$ cat src/hw/rtl/pirfh_pkg.sv
`default_nettype none
package pirfh_pkg;

  // table and field sizes
  localparam int MaxRects = 256;
  localparam int IdxW     = 8;
  localparam int CoordW   = 24;
  localparam int SizeW    = CoordW - 1;
  localparam int TagW     = 16;
  localparam int CntW     = 9;
  localparam int HitW     = 16;

  // queue depths
  localparam int CmdDepth = 4;
  localparam int CmdPtrW  = 2;
  localparam int ResDepth = 2;
  localparam int ResPtrW  = 1;

  // request opcodes
  localparam logic OpWrite = 1'b0;
  localparam logic OpQuery = 1'b1;

  // one accepted request
  typedef struct packed {
    logic                     opcode;
    logic [IdxW-1:0]          entry_index;
    logic signed [CoordW-1:0] coord_x;
    logic signed [CoordW-1:0] coord_y;
    logic [SizeW-1:0]         rect_width;
    logic [SizeW-1:0]         rect_height;
    logic [TagW-1:0]          point_tag;
    logic                     last_point;
  } cmd_t;

  // one result
  typedef struct packed {
    logic            hit;
    logic [IdxW-1:0] rect_index;
    logic [TagW-1:0] tag_out;
    logic [HitW-1:0] hit_total;
    logic            batch_end;
  } res_t;

  // stored rectangle, right and bottom edges precomputed one bit wider
  typedef struct packed {
    logic signed [CoordW-1:0] left;
    logic signed [CoordW-1:0] top;
    logic signed [CoordW:0]   right;
    logic signed [CoordW:0]   bottom;
  } rect_t;

endpackage
`default_nettype wire

$ cat src/hw/rtl/pirfh_res_q.sv
`default_nettype none
module pirfh_res_q (
  input  wire logic            clk_i,
  input  wire logic            rst_ni,
  input  wire logic            push_i,
  output logic                 full_o,
  input  wire pirfh_pkg::res_t res_i,
  output logic                 empty_o,
  output pirfh_pkg::res_t      res_o,
  input  wire logic            pop_i
);
  import pirfh_pkg::*;

  res_t               mem_q [ResDepth];
  logic [ResPtrW-1:0] wr_ptr_q, wr_ptr_d;
  logic [ResPtrW-1:0] rd_ptr_q, rd_ptr_d;
  logic [ResPtrW:0]   cnt_q, cnt_d;
  logic               do_push, do_pop;

  // flags
  assign full_o  = (cnt_q == (ResPtrW+1)'(ResDepth));
  assign empty_o = (cnt_q == '0);
  assign res_o   = mem_q[rd_ptr_q];
  assign do_push = push_i && !full_o;
  assign do_pop  = pop_i && !empty_o;

  // pointer and fill count update
  always_comb begin
    wr_ptr_d = wr_ptr_q;
    rd_ptr_d = rd_ptr_q;
    cnt_d    = cnt_q;
    if (do_push) begin
      wr_ptr_d = wr_ptr_q + ResPtrW'(1);
    end
    if (do_pop) begin
      rd_ptr_d = rd_ptr_q + ResPtrW'(1);
    end
    if (do_push && !do_pop) begin
      cnt_d = cnt_q + (ResPtrW+1)'(1);
    end else if (!do_push && do_pop) begin
      cnt_d = cnt_q - (ResPtrW+1)'(1);
    end
  end

  always_ff @(posedge clk_i or negedge rst_ni) begin
    if (!rst_ni) begin
      wr_ptr_q <= '0;
      rd_ptr_q <= '0;
      cnt_q    <= '0;
    end else begin
      wr_ptr_q <= wr_ptr_d;
      rd_ptr_q <= rd_ptr_d;
      cnt_q    <= cnt_d;
    end
  end

  // storage
  always_ff @(posedge clk_i) begin
    if (do_push) begin
      mem_q[wr_ptr_q] <= res_i;
    end
  end

endmodule
`default_nettype wire

$ cat config.mk
export PLATFORM = sky130hd
export DESIGN_NAME = pirfh_res_q
export DESIGN_NICKNAME = d
export VERILOG_FILES = /design/src/hw/rtl/pirfh_pkg.sv /design/src/hw/rtl/pirfh_res_q.sv
export SDC_FILE = /design/constraint.sdc
export NUM_CORES = 1
export LEC_CHECK = 0
export BUFFER_PORTS_ARGS = -buffer_cell sky130_fd_sc_hd__buf_4
export CAP_MARGIN = 10
export CORE_UTILIZATION = 52
export CTS_CLUSTER_SIZE = 25
export DETAILED_ROUTE_END_ITERATION = 8
export PLACE_DENSITY = 0.79
export SLEW_MARGIN = 0
export SYNTH_ARGS = -nofsm -noshare
export SYNTH_HDL_FRONTEND = slang
export SYNTH_SLANG_ARGS = --single-unit
$ cat constraint.sdc
create_clock -name clk_i -period 4.1 [get_ports clk_i]
set_input_delay 0.615 -clock clk_i [delete_from_list [all_inputs] [get_ports clk_i]]
set_output_delay 0.615 -clock clk_i [all_outputs]
set_load 0.03 [all_outputs]
Word level (Yosys, flattened, before mapping)
Memories as Yosys holds them, arrays and structs flattened.
Cells that the tools add are included.
{ "word_totals": {"register_bits": 4, "ram_bits": 84, "inputBits": 46, "wordCells": 23, "mem_count": 1} }
{ "classes": {"add_sub_neg": 4, "n_eq_ne": 1, "muxes": 4, "reduce_logical": 10} }
{ "memory_table": {"columns": ["name", "words", "width", "rd", "rd_ports_with_merged_regs", "write_ports", "line", "rtl"], "rows": [
  ["mem_q", 2, 42, 1, 0, 1, "pirfh_res_q.sv:14", "res_t mem_q [ResDepth];"]
]} }
{ "ops": {"columns": ["operator", "n"], "rows": [
  ["1-bit logical AND", 4],
  ["1-bit logical NOT", 4],
  ["2-bit two-way mux", 2],
  ["1-bit adder, second input constant", 2],
  ["2-bit by 1-bit adder with 2-bit output, second input constant", 1],
  ["2-bit == test, second input constant", 1],
  ["2-bit logical NOT", 1],
  ["1-bit two-way mux", 2],
  ["2-bit nonzero test", 1],
  ["2-bit by 1-bit subtractor with 2-bit output, second input constant", 1]
]} }

Depth between registers and ports, before layout
{ "logic_depth": {"depth_word": 7, "mapped_depth": 7, "ltp_nobuf": 7} }

Worst setup path before layout
No wires, ideal clock.
{ "synth_timing": {"path_type": "input -> register", "from": "input port push_i", "to": "memory mem_q[0][0] (netlist bit), enable pin", "setup_time_ps": 441, "arrival_ps": 2471, "required_time_ps": 3659, "path_slack_ps": 1187, "path_stages": 2, "path_buffers": 0, "path_cell_list": "nand2_1 -> nor2_1"} }
{ "synth_between": {"elab_chain_len": 3} }
{ "synth_rtl": {"columns": ["item", "line", "rtl"], "rows": [
  ["from (decl)", "pirfh_res_q.sv:5", "input wire logic push_i,"],
  ["1-bit logical AND", "pirfh_res_q.sv:24", "assign do_push = push_i && !full_o;"],
  ["1-bit two-way mux", "pirfh_res_q.sv:59", "if (do_push) begin"],
  ["1-bit two-way mux (implied by the code)", "pirfh_res_q.sv:60", "mem_q[wr_ptr_q] <= res_i;"],
  ["to (decl)", "pirfh_res_q.sv:14", null]
]} }
No other way between the ends.

==> flow_metrics.py <==
metrics = {
    "outcome": {
        "status": "completed",
    },
    "logic_synthesis": {
        "synth_area_um2": 3430,
        "avgSynthCellArea_um2": 22.9,
        "synth_seq_cells": 88,
        "yosysSeqAreaShare": 0.765,
        "synth_top_flop_cell": "edfxtp_1",
        "synth_edf_count": 84,
        "yosys.area.top_type": "edfxtp_1",
        "yosys.area.top_type_share": 0.735,
        "synth-async-reset-ratio": 0.0455,
        "yosysUniqueCellTypes": 15,
        "synth_top_cells_by_area": "edfxtp_1, mux2_4, dfrtp_1",
        "syn_nets": 197,
        "ys.warnings.count": 0,
        "synth_cells": 150,
    },
    "sta": {
        "max_freq_ghz": 0.361,
        "tns_ns": 0,
        "rsz0062_at_grt": "false",
        "period_share": 0.676,
        "finalSetupViolations": 0,
        "fin_crit_ns": 2.77,
        "maxSlewViolCount": 0,
        "timing.final.hold_violations": 0,
        "slew_headroom": 0.339,
        "worstMarginPinSlew_ns": 0.991,
        "fin_skew_ns": 0.00634,
    },
    "pwr": {
        "ir_drop_v": 0.000762,
        "p_per_area_nw_per_um2": 766,
        "power_leakage_nw": 1.76,
    },
    "floorplan": {
        "io_pins": 90,
        "dieArea_um2": 6920,
        "die_x_um": 83.2,
        "rows": 29,
        "initial_core_util": 0.540,
        "coreArea_um2": 6350,
        "die_h_um": 83.2,
    },
    "cells_and_area": {
        "fill_cells": 419,
        "drive_gt1_frac": 0.595,
        "nets": 294,
        "antenna_cells": 0,
        "final_cell_mix": "buf_4, edfxtp_1, mux2_4",
        "final_common_cell": "buf_4",
        "fin_area_um2": 4360,
        "syn_to_final_growth_pct": 27.1,
    },
    "routing": {
        "vias_per_cell": 4.86,
        "wl_per_cell_um": 15.6,
        "antenna_left": 0,
        "drc": 0,
        "drt-pass1-iter-count": 4,
        "via_count": 1598,
        "drt-initial-drc-count": 65,
        "drt_wl_total_mm": 5.14,
    },
    "critical_path": {
        "reg2regPathDepth": 2,
        "cp.required_ns": 3.48,
        "critPathMaxFanout": 23,
        "path_cells": "buf_4 > mux2_4 > buf_4",
        "path_class": "register to output pin",
        "slowest_stage": "dfrtp_2",
        "cpPeakStageDelay_ns": 0.82,
        "endpoint_kind": "output pin",
        "r2r_start": "cnt_q[0]$_DFFE_PN0P_",
        "crit_path_frequent_cell": "buf_4",
        "crit_arrival_ns": 2.16,
        "start_kind": "register",
        "rrSetupSlack_ns": 2.24,
        "regToRegEndpoint": "mem_q[1][27]$_DFFE_PP_",
    },
    "clocking": {
        "postCtsSetupBuffers": 0,
        "h-tree-depth": 3,
        "cts_tree": "done",
        "cts.repair.resized": 0,
        "clockBufferDepth": 2,
        "cts_root_buf": "clkbuf_8",
        "clkSlewWorstSetupHoldPaths_ns": 0.08,
        "cts_buffers": 9,
        "postCtsHoldBufs": 0,
        "clk_latency_ns": 0.34,
        "cts_sinks": 88,
    },
    "global_route": {
        "antenna_found_initial": 0,
        "grt_max_degree": 43,
        "overflow": 0,
        "gr-usage-all-layers": 0.155,
        "grt_pass1_vias": 1649,
        "grt_first_pass_wirelength_mm": 7.97,
    },
    "place": {
        "placed_area_um2": 4120,
        "gp_congestion": 0.652,
        "io_buffers": 89,
        "hpwl_mm": 3.39,
    },
    "min_path": {
        "hold_class": "primary input to asynchronous set/reset pin",
    },
    "job": {
        "maxCapViolations": 0,
    },
}
routing by layer:
layer  share of wire  routed length, µm  track usage  up-vias
met1            0.38               1970        0.181      763
met4           0.010                 52       0.0658        0
met5               0                  0            0        -
met2            0.54               2790        0.260       55
li1                -                  -            -      773
met3           0.063                326       0.0547        7
power by group:
group          internal [W]  leakage [nW]  switching (W)  total (W)
Combinational      0.000629         0.833       0.000730    0.00136
Sequential          0.00123         0.826       0.000121    0.00135
Clock              0.000340        0.0999       0.000286   0.000627
metrics by stage:
| stage | hold WS [ns] | total power [W] | util | setup WS (ns) | cells |
|---|---|---|---|---|---|
| finish | 0.0521 | 0.00334 | 0.687 | 1.33 | 329 |
| global route | 0.0353 | 0.00348 | 0.687 | 1.23 | 329 |
| CTS | 0.0403 | 0.00336 | 0.682 | 1.28 | 328 |
| detailed placement | 0.416 | 0.00274 | 0.649 | 1.66 | 312 |
| global placement | 0.415 | 0.00271 | 0.649 | 1.69 | 312 |
| floorplan | 0.319 | 0.00239 | - | 1.19 | 150 |
Yosys cell counts (2+ instances only):
library cell and instances:
dfrtp_1 4, edfxtp_1 84, nor2_1 3, xnor2_1 3, buf_12 4, mux2_4 39, xor2_1 2, mux2_2 3
inv_1 2
kinds of logic after synthesis:
| kind of cell | Yosys count | share of synthesized area |
|---|---|---|
| flip-flops | 88 | 0.765 |
| multiplexers | 42 | 0.181 |
| buffers and inverters | 7 | 0.0288 |
| AND/OR/NAND/NOR | 6 | 0.00803 |
| XOR/XNOR | 5 | 0.0128 |
| AO/OA/AOI/OAI | 1 | 0.00146 |
| adder cells (fa/ha/maj) | 1 | 0.00365 |
final cells by class:
type / instances / area, µm² / share of cell area
Inverter: 2 / 7.51 / 0.00172
Timing Repair Buffer: 91 / 703 / 0.161
Clock inverter: 6 / 83.8 / 0.0192
Tap cell: 77 / 96.3 / 0.0221
Multi-Input combinational cell: 55 / 717 / 0.164
Clock buffer: 10 / 128 / 0.0293
Sequential cell: 88 / 2620 / 0.602
flip-flops by register name, indices dropped and copies added (netlist names):
signal    count
rd_ptr_q      1
mem_q        84
wr_ptr_q      1
cnt_q         2
worst max-delay path by stage:
stage	slack, ns	to	cells after the start	start
floorplan	1.19	mem_q[0][0]$_DFFE_PP_	2	push_i
global placement	1.69	res_o[27]	3	rd_ptr_q$_DFFE_PN0P_
detailed placement	1.66	res_o[30]	3	rd_ptr_q$_DFFE_PN0P_
CTS	1.28	res_o[30]	3	rd_ptr_q$_DFFE_PN0P_
global route	1.23	res_o[27]	3	rd_ptr_q$_DFFE_PN0P_
finish	1.33	res_o[27]	3	rd_ptr_q$_DFFE_PN0P_
worst max-delay path, delay by kind of cell, from the launching register on:
| kind | cells | cell delay (ns) |
|---|---|---|
| buffers and inverters | 2 | 0.65 |
| DFF | 1 | 0.82 |
| muxes | 1 | 0.34 |
Note: power is estimated with default switching activity, not from simulation.
