<file path="src/hw/rtl/pirfh_pkg.sv">
`default_nettype none
package pirfh_pkg;

  // table and field sizes
  localparam int MaxRects = 256;
  localparam int IdxW     = 8;
  localparam int CoordW   = 24;
  localparam int SizeW    = CoordW - 1;
  localparam int TagW     = 16;
  localparam int CntW     = 9;
  localparam int HitW     = 16;

  // queue depths
  localparam int CmdDepth = 4;
  localparam int CmdPtrW  = 2;
  localparam int ResDepth = 2;
  localparam int ResPtrW  = 1;

  // request opcodes
  localparam logic OpWrite = 1'b0;
  localparam logic OpQuery = 1'b1;

  // one accepted request
  typedef struct packed {
    logic                     opcode;
    logic [IdxW-1:0]          entry_index;
    logic signed [CoordW-1:0] coord_x;
    logic signed [CoordW-1:0] coord_y;
    logic [SizeW-1:0]         rect_width;
    logic [SizeW-1:0]         rect_height;
    logic [TagW-1:0]          point_tag;
    logic                     last_point;
  } cmd_t;

  // one result
  typedef struct packed {
    logic            hit;
    logic [IdxW-1:0] rect_index;
    logic [TagW-1:0] tag_out;
    logic [HitW-1:0] hit_total;
    logic            batch_end;
  } res_t;

  // stored rectangle, right and bottom edges precomputed one bit wider
  typedef struct packed {
    logic signed [CoordW-1:0] left;
    logic signed [CoordW-1:0] top;
    logic signed [CoordW:0]   right;
    logic signed [CoordW:0]   bottom;
  } rect_t;

endpackage
`default_nettype wire

</file>
<file path="src/hw/rtl/pirfh_cmd_q.sv">
`default_nettype none
module pirfh_cmd_q (
  input  wire logic          clk_i,
  input  wire logic          rst_ni,
  input  wire logic          push_i,
  output logic               full_o,
  input  wire pirfh_pkg::cmd_t cmd_i,
  output logic               head_vld_o,
  output pirfh_pkg::cmd_t    head_o,
  input  wire logic          pop_i
);
  import pirfh_pkg::*;

  cmd_t               mem_q [CmdDepth];
  logic [CmdPtrW-1:0] wr_ptr_q, wr_ptr_d;
  logic [CmdPtrW-1:0] rd_ptr_q, rd_ptr_d;
  logic [CmdPtrW:0]   cnt_q, cnt_d;
  logic               do_push, do_pop;

  // flags
  assign full_o     = (cnt_q == (CmdPtrW+1)'(CmdDepth));
  assign head_vld_o = (cnt_q != '0);
  assign head_o     = mem_q[rd_ptr_q];
  assign do_push    = push_i && !full_o;
  assign do_pop     = pop_i && head_vld_o;

  // pointer and fill count update
  always_comb begin
    wr_ptr_d = wr_ptr_q;
    rd_ptr_d = rd_ptr_q;
    cnt_d    = cnt_q;
    if (do_push) begin
      wr_ptr_d = wr_ptr_q + CmdPtrW'(1);
    end
    if (do_pop) begin
      rd_ptr_d = rd_ptr_q + CmdPtrW'(1);
    end
    if (do_push && !do_pop) begin
      cnt_d = cnt_q + (CmdPtrW+1)'(1);
    end else if (!do_push && do_pop) begin
      cnt_d = cnt_q - (CmdPtrW+1)'(1);
    end
  end

  always_ff @(posedge clk_i or negedge rst_ni) begin
    if (!rst_ni) begin
      wr_ptr_q <= '0;
      rd_ptr_q <= '0;
      cnt_q    <= '0;
    end else begin
      wr_ptr_q <= wr_ptr_d;
      rd_ptr_q <= rd_ptr_d;
      cnt_q    <= cnt_d;
    end
  end

  // storage
  always_ff @(posedge clk_i) begin
    if (do_push) begin
      mem_q[wr_ptr_q] <= cmd_i;
    end
  end

endmodule
`default_nettype wire

</file>
<file path="config.mk">
export PLATFORM = sky130hd
export DESIGN_NAME = pirfh_cmd_q
export DESIGN_NICKNAME = d
export VERILOG_FILES = /design/src/hw/rtl/pirfh_pkg.sv /design/src/hw/rtl/pirfh_cmd_q.sv
export SDC_FILE = /design/constraint.sdc
export NUM_CORES = 1
export LEC_CHECK = 0
export BUFFER_PORTS_ARGS = -buffer_cell sky130_fd_sc_hd__buf_2
export CAP_MARGIN = 15
export CORE_ASPECT_RATIO = 0.6
export CORE_MARGIN = 2
export CORE_UTILIZATION = 45
export CTS_BUF_LIST = sky130_fd_sc_hd__clkbuf_16
export CTS_CLUSTER_SIZE = 20
export DETAILED_ROUTE_END_ITERATION = 7
export HOLD_SLACK_MARGIN = 0.03
export MAX_ROUTING_LAYER = met4
export PLACE_DENSITY_LB_ADDON = 0.25
export SLEW_MARGIN = 40
export SYNTH_ARGS = -nofsm -noshare
export SYNTH_HDL_FRONTEND = slang
export SYNTH_SLANG_ARGS = --single-unit
</file>
<file path="constraint.sdc">
create_clock -name clk_i -period 6 [get_ports clk_i]
set_input_delay 1.2 -clock clk_i [delete_from_list [all_inputs] [get_ports clk_i]]
set_output_delay 1.2 -clock clk_i [all_outputs]
set_load 0.05 [all_outputs]
</file>
Yosys cells after proc, flatten, opt, wreduce, memory -nomap -nowiden
Memory sizes are Yosys's and may differ from the RTL's.
Cells that the tools add are included.
W data, S select, Z words.
{"block": "word_totals", "regBits": 7, "mem_bits_rw": 480, "inputBits": 124, "n_memories": 1}
{"block": "classes", "n_addsub": 4, "eq_ne": 1, "n_mux": 4, "reduce_logical": 9}
{"name": "mem_q", "depth": 4, "word_bits": 120, "rd": 1, "rd_clocked_by_memory_dff": 0, "wr": 1, "line": "pirfh_cmd_q.sv:14", "rtl": "cmd_t mem_q [CmdDepth];"}
{"op": "$mux W3", "count": 2}
{"op": "$add A2 B1 Y2 const B", "count": 2}
{"op": "$logic_and A1 B1 Y1", "count": 4}
{"op": "$add A3 B1 Y3 const B", "count": 1}
{"op": "$eq A3 B3 Y1 const B", "count": 1}
{"op": "$logic_not A1 Y1", "count": 3}
{"op": "$reduce_bool A3 Y1", "count": 1}
{"op": "$sub A3 B1 Y3 const B", "count": 1}
{"op": "$mux W1", "count": 2}
{"op": "$reduce_bool A2 Y1", "count": 1}

Longest topological paths before layout
Gate-level depths: netlist (run 1).
{"block": "depth", "word_depth": 7, "depth_mapped": 9, "ltp_nobuf": 8}

Worst setup path before layout (run 1)
OpenSTA, ideal clock, no wires.
{"block": "synth_timing", "path_type": "in2reg", "from": "input push_i", "to": "memory mem_q[0][0] (netlist bit), enable pin", "t_arrival_ns": 4.244, "required_time_ns": 5.507, "setup_slack_ns": 1.263, "stages": 3, "path_buffers": 1, "cell_sequence": "nor2b_1 > buf_2 > and2_1"}
{"block": "synth_between", "elab_chain_cells": 3}
{"item": "start, declared", "line": "pirfh_cmd_q.sv:5", "rtl": "input wire logic push_i,"}
{"item": "$logic_and A1 B1 Y1", "line": "pirfh_cmd_q.sv:24", "rtl": "assign do_push = push_i && !full_o;"}
{"item": "via do_push", "line": "pirfh_cmd_q.sv:18", "rtl": "logic do_push, do_pop;"}
{"item": "$mux W1", "line": "pirfh_cmd_q.sv:59", "rtl": "if (do_push) begin"}
{"item": "$mux W1 (implied by the code)", "line": "pirfh_cmd_q.sv:60", "rtl": "mem_q[wr_ptr_q] <= cmd_i;"}
{"item": "end, declared", "line": "pirfh_cmd_q.sv:14"}
The timed path passes the listed nets, and every way through them passes these cells.

==> impl_summary.md, run 1 <==
Global route
The initial antenna violation count is 7. The number of global-route vias before repair is 8,254. The leftover overflow at the end of global routing is 0. The first global-routing pass estimated 51.0 mm of wire. Across every metal layer, demand over resource in global routing totals 0.173. The maximum number of pins on one net before global-route repair is 121.

Run
Max-cap violations in this run came to 0.

Finish
The number of nets in the final layout is 1,068. In the final layout, the share of cells above drive strength 1 is 0.460. The finished layout cell area is 21,100 um^2. The area added between synthesis and finish is 18.4%.

Route
The wire length the detailed router placed on met1 is 15.1 mm. The count of nets left with antenna violations once routing finished came out at 0. The wire length on met2 is 16.5 mm.

The top routing layer in use is met4. The first-iteration detailed-routing DRC count is 557. The final wirelength is 34.3 mm. The detailed router placed 7,774 vias in this run. Dividing the detail-routed via count by the number of cells gives 5.19. The detailed-routing iteration count for the pre-antenna-repair pass is 4. The mean routed wirelength per cell is 22.9 um.

The length of routed met3 wiring is 2.14 mm. The number of remaining DRC errors is 0.

Synth
The post-synthesis cell type count is 24. After technology mapping, the gate count stands at 662. The cell taking the most area after synthesis is edfxtp_1. The area of the mapped netlist is 17,800 um^2. In the post-synthesis netlist, the biggest area contributors are edfxtp_1 81%, mux4_2 15%, dfrtp_1 0.98%. The average size of a mapped cell is 26.9 um^2.

For this run, the register share of the synthesized area comes to 0.819. The number of storage elements in the synthesis netlist is 487. The count of yosys warnings during synthesis is 0. The area share of the leading cell type in the synthesized netlist is 0.810. The synthesized net count is 792.

Clocking
The clock drives 487 sinks. The number of clock buffers inserted by TritonCTS is 45. The number of hold buffers added after CTS is 0. The post-CTS setup-driven buffer insertion count is 0. The depth of the CTS H-tree is 2. The clock latency on the worst-skew pair is 0.55 ns.

After clock tree synthesis, the clock-pin slew on the worst setup and hold paths is 0.06 ns. Counting along the longest clock path gives a buffer depth of 3. In this run the clock root is driven by a clkbuf_16. The number of gates resized after CTS was 0. TritonCTS built the clock tree.

Setup path
The highest net fanout along the worst path is 26. The critical setup path kind is reg2out. The slowest cell on the critical path is dfrtp_4. The buffers plus inverters on the worst setup path is 2.

The critical path goes through buf_4 -> mux4_2 -> buf_2. STA classifies the critical path endpoint as a primary output. In this design, the stage delay of the slowest critical-path cell is 0.73 ns. The kind of cell with the highest combined delay on the critical path is buffers and inverters. The data arrival time of the worst path is 2.72 ns. The required time of the critical path is 4.80 ns. The worst setup path is launched from a flop.

Placed design
The count of buffers added on input and output ports is 245. The sum of net half-perimeters after detailed placement is 20.5 mm. The instance area after placement is 19,600 um^2. The final weighted congestion in routability-driven placement is 0.722.

Status
The run finished with clean final reports.

STA
Setup repair after global routing left no endpoint under its margin. Dividing the final minimum period by the clock period gives 0.654. Setup violations remaining at the end of the flow were counted as 0. The transition time at the pin with the least slew margin is 0.856 ns. The final hold violation count was 0. The max-slew violation count is 0. Static timing analysis puts the maximum clock frequency at 0.255 GHz. Measured against its own limit, the worst slew margin works out to 0.430. On the final layout, the worst clock skew is 0.0172 ns. After routing, the total negative slack on setup checks comes to 0 ns. The time the final worst path needs with I/O delays and setup is 3.92 ns.

Power and ir drop
The leakage power of the design is 7.16 nW. VDD sags by at most 0.357 mV. Dividing total power by cell area gives a power density of 581 nW/um^2.

Floorplan
For this configuration, the core starts out at a cell density of 0.456. During I/O placement, the number of pins put on the boundary was 246. The row count is 56. The floorplan step defined a core boundary enclosing 39,000 um^2.

The die footprint is 41,200 um^2. The die height is 158 um. From left edge to right edge, the die measures 261 um.

Min path
The class of the most critical hold timing path is in2async.
## kinds of logic after synthesis
kind of cell / after synthesis / synth area share
multiplexers: 122 / 0.153
buffers and inverters: 31 / 0.0165
XOR/XNOR: 6 / 0.00295
flip-flops: 487 / 0.819
adder cells (fa/ha/maj): 6 / 0.00464
AND/OR/NAND/NOR: 10 / 0.00351
## cell type report
cell class	count	area, um^2
inverter	3	11.3
clock buffer	47	1180
fill	2968	17900
timing repair buffer	257	1400
sequential	487	14600
multi-input combinational	144	2930
antenna	7	17.5
tap	522	653
clock inverter	32	297
## registers in the layout, summed over array words and instances, names as in the netlist
signal,count
mem_q,480
cnt_q,3
rd_ptr_q,2
wr_ptr_q,2
## cells in the mapped netlist
cell / count
and2_1: 4
buf_1: 2
buf_12: 8
buf_2: 11
buf_4: 4
buf_6: 1
buf_8: 1
clkbuf_1: 1
dfrtp_1: 7
edfxtp_1: 480
fa_1: 1
ha_1: 5
inv_1: 3
mux2_1: 1
mux2_2: 1
mux4_2: 120
nand2_1: 1
nand3_1: 1
nor2_1: 1
nor2b_1: 1
nor3b_2: 1
or3_1: 1
xnor2_1: 4
xor2_1: 2
## metrics by stage
| stage | setup WS [ns] | power (mW) | cells | util | hold WS (ns) |
|---|---|---|---|---|---|
| CTS | 1.98 | 12.4 | 1492 | 0.540 | 0.463 |
| floorplan | 1.26 | 8.55 | 662 | - | 0.445 |
| global route | 1.87 | 12.8 | 1499 | 0.540 | 0.472 |
| global placement | 2.54 | 9.51 | 1411 | 0.501 | 0.459 |
| detailed placement | 2.58 | 9.56 | 1413 | 0.502 | 0.480 |
| finish | 2.08 | 12.2 | 1499 | 0.540 | 0.478 |
## placed cells by master (no fill, tap or decap), drive strengths merged
| cell | instances |
|---|---|
| edfxtp | 480 |
| buf | 257 |
| mux4 | 120 |
| clkbuf | 47 |
| inv | 15 |
| clkinv | 12 |
| diode | 7 |
| dfrtp | 7 |
| bufinv | 6 |
| ha | 5 |
| and2 | 4 |
| xnor2 | 4 |
| xor2 | 2 |
| clkinvlp | 2 |
| mux2 | 2 |
| nor3b | 1 |
| nor2b | 1 |
| or3 | 1 |
| nand2 | 1 |
| nand3 | 1 |
| nor2 | 1 |
| fa | 1 |
## report_power, final
| group | total [mW] | internal, mW | switching [mW] |
|---|---|---|---|
| Sequential | 4.74 | 4.50 | 0.248 |
| Clock | 2.85 | 1.67 | 1.18 |
| Combinational | 4.65 | 1.36 | 3.29 |
## worst paths after layout
| path | endpoint | cells after the start | slack (ns) | from |
|---|---|---|---|---|
| min in group clk_i | cnt_q[2] | 1 | 0.49 | cnt_q[2] |
| min | cnt_q[2] | 1 | 0.48 | rst_ni |
| max reg2reg | mem_q[3][111] | 4 | 3.37 | cnt_q[2] |
| max | head_o[82] | 3 | 2.08 | rd_ptr_q[0] |
| min reg2reg | cnt_q[2] | 1 | 0.49 | cnt_q[2] |
| max in group asynchronous | rd_ptr_q[1] | 1 | 5.33 | rst_ni |
## layer usage
metal	vias up	global-route usage
li1	3420	-
met1	4116	0.236
met2	191	0.266
met3	47	0.0440
met4	0	0.0373
met5	-	-
Power figures use the tool's default switching activity.
==> run 2: changes to the inputs <==
clock period = 3.7 ns   (was 6 ns; I/O delays follow)
==> run 2 against run 1 <==
Net effect:
- combinational power is 63% higher
- sequential share of layout area hardly changed
- clock skew is 0.0036 ns lower
- via count is 0.72% higher
- clock power is 49% higher
- core utilization hardly changed
- die area stayed put
- final cell count is 0.40% higher
- non-clock buffer count is 9 higher
- hold slack worse by 0.067 ns
- largest cell class unchanged
==> impl_summary.md, run 2 (same netlist as run 1, synthesis figures left out) <==
Global route
The initial antenna violation count is 3 (was 7). The total routing usage reported by global routing is 0.170 (was 0.173). The layer with the highest usage is met2 (unchanged).

The met1 global-route usage is 0.236 (about the same). The leftover overflow at the end of global routing is 0 (unchanged). The met3 track demand over resource in global routing was 0.0443 (was 0.0440).

The met2 track utilization from global routing is 0.254 (was 0.266). The maximum number of pins on one net before global-route repair is 72 (was 121). The global-route wire length before repair is 50.7 mm (was 51.0 mm). The number of global-route vias before repair came to 8,308 (was 8,254).

Clocking
The clock latency on the worst-skew pair is 0.54 ns (was 0.55 ns). The depth of the CTS H-tree is 2 (unchanged). The quantity of gates resized following cts was 0 (unchanged). The post-CTS setup-driven buffer insertion count was 0 (unchanged).

The clock root buffer is clkbuf_16 (unchanged). The clock tree from TritonCTS is built (unchanged). The number of hold buffers added after CTS was 1 (was 0).

The clock-pin transition on the worst setup and hold timing paths came to 0.06 ns (about the same). The number of buffers on the longest clock path is 3 (unchanged). The number of clock buffers inserted by TritonCTS was 45 (unchanged).

The clock sink total is 487 (unchanged).

Power and ir drop
The worst voltage drop across the vdd grid is 0.634 mV (was 0.357 mV). The ratio of total power to cell area is 926 nW/um^2 (was 581 nW/um^2). The leakage power of the design is 7.17 nW (was 7.16 nW).

Status
Outcome: complete, no violations (unchanged).

Finish
The area added between synthesis and finish is 18.5% (was 18.4%). The number of nets in the final layout is 1,077 (was 1,068). The combined area of the multi-input logic cells is 2930 um^2 (unchanged). The fraction of final layout cells with drive strength greater than 1 was 0.460 (about the same). The flip-flop count of the largest register after layout is 480 (unchanged). The non-filler instance count after layout is 1,505 (was 1,499).

Commonest cells after routing, fill and taps aside: 480 x edfxtp_1, 245 x buf_2, 120 x mux4_2, 47 x clkbuf_16, 13 x buf_12 (was 480 x edfxtp_1, 245 x buf_2, 120 x mux4_2, 47 x clkbuf_16, 14 x inv_1). The share of the core filled with cells came to 0.541 (was 0.540). The register area is 14,600 um^2 (unchanged).

The most frequent standard cell in the layout excluding fill and tap cells is edfxtp_1 (unchanged). The filler cell count is 2,973 (was 2,968). Biggest regs: mem_q: 480 flops, cnt_q: 3 flops (unchanged). The register name with the most flops is mem_q (unchanged).

Route
The average vias per placed instance is 5.20 (was 5.19). The final antenna-violating net count is 0 (unchanged). The mean routed wirelength per cell came to 22.4 um (was 22.9 um). The detailed-routing iteration count for the pre-antenna-repair pass was 5 (was 4). The first-iteration detailed-routing DRC count is 480 (was 557).

The routed via count is 7,830 (was 7,774). The number of remaining DRC errors is 0 (unchanged). The final wirelength is 33.8 mm (was 34.3 mm).

Placed design
The total instance count after detailed placement came to 1,421 (was 1,413). The final weighted congestion in routability-driven placement is 0.769 (was 0.722). The count of input and output buffers is 245 (unchanged).

The post-placement worst setup slack came to 1.01 ns (was 2.58 ns). The sum of net half-perimeters after detailed placement came to 20.5 mm (about the same).

Floorplan
The die height is 158 um (unchanged). The placeable core region is 39,000 um^2 (unchanged). The row count is 56 (unchanged). The starting density of the core is 0.456 (unchanged). The chip width came to 261 um (unchanged). The number of top-level pins is 246 (unchanged). The die footprint is 41,200 um^2 (unchanged).

STA
The max-slew violation count is 0 (unchanged). The clock skew after layout was 0.0137 ns (was 0.0172 ns). The tightest slew margin relative to the limit is 0.525 (was 0.430).

Dividing the final minimum period by the clock period gives 0.860. The transition time at the pin with the least slew margin is 0.713 ns (was 0.856 ns). The time the final worst path needs with I/O delays and setup is 3.18 ns. The post-route setup TNS was 0 ns (unchanged). The final count of negative-setup-slack endpoints is 0 (unchanged). The final hold violation count is 0 (unchanged). For this run, the top clock speed supported by timing is 0.314 GHz. RSZ-0062 raised after global routing: false (unchanged).

The least setup slack across all paths after layout is 0.517 ns (was 2.08 ns).

Setup path
The data arrival time of the worst path is 2.44 ns (was 2.72 ns). The critical setup path kind was reg2out (unchanged). The critical path startpoint category is a flop (unchanged). The depth of the worst register-to-register path was 4 (unchanged).

The highest net fanout along the worst path is 39 (was 26). The required time of the critical path is 2.96 ns (was 4.80 ns). The element type at the critical path end is a primary output (unchanged).

Run
The number of maximum-capacitance violations is 0 (unchanged).

Min path
The class of the most critical hold timing path is in2reg (was in2async). The worst hold path stage count is 1.
[run 2: worst paths after layout]
check,end,from,slack (ns)
setup / recovery,head_o[78],rd_ptr_q[0],0.52
hold / removal,mem_q[1][95],cmd_i[95],0.41
setup reg to reg,mem_q[3][55],cnt_q[2],1.34
hold reg to reg,cnt_q[2],cnt_q[2],0.48
max in group asynchronous,rd_ptr_q[0],rst_ni,2.91
min in group asynchronous,cnt_q[2],rst_ni,0.59
[run 2: report_power, final]
group          internal [mW]  switching [mW]  total [mW]
clock                   2.36            1.90        4.26
sequential              7.28           0.417        7.70
combinational           2.31            5.27        7.58
total                   12.0            7.58        19.5
[run 2: metrics by stage]
stage          hold WS (ns)  instance area [um^2]  power [mW]
4_1_cts               0.371                 21100        19.8
2_1_floorplan         0.444                 17800        13.8
6_report              0.411                 21100        19.5
3_3_place_gp          0.463                 19700        15.5
3_5_place_dp          0.479                 19700        15.5
5_1_grt               0.373                 21100        20.4
[run 2: layout make-up]
cell class                 instances  share of cell area
inverter                           3            0.000534
sequential                       487               0.692
antenna                            5            0.000593
multi-input combinational        144               0.139
timing repair buffer             266              0.0734
tap                              522              0.0310
clock inverter                    31             0.00795
clock buffer                      47              0.0557
[run 2: routing by layer]
layer,part of all wire,vias up
met2,0.48,210
met1,0.44,4129
met3,0.070,51
met5,0,-
met4,0.019,0
li1,-,3440
[run 2: worst max-delay path, stage by stage, from the launching register on]
cell     delay (ns)
dfrtp_4        0.72
buf_12         0.37
mux4_2         0.56
buf_2          0.23
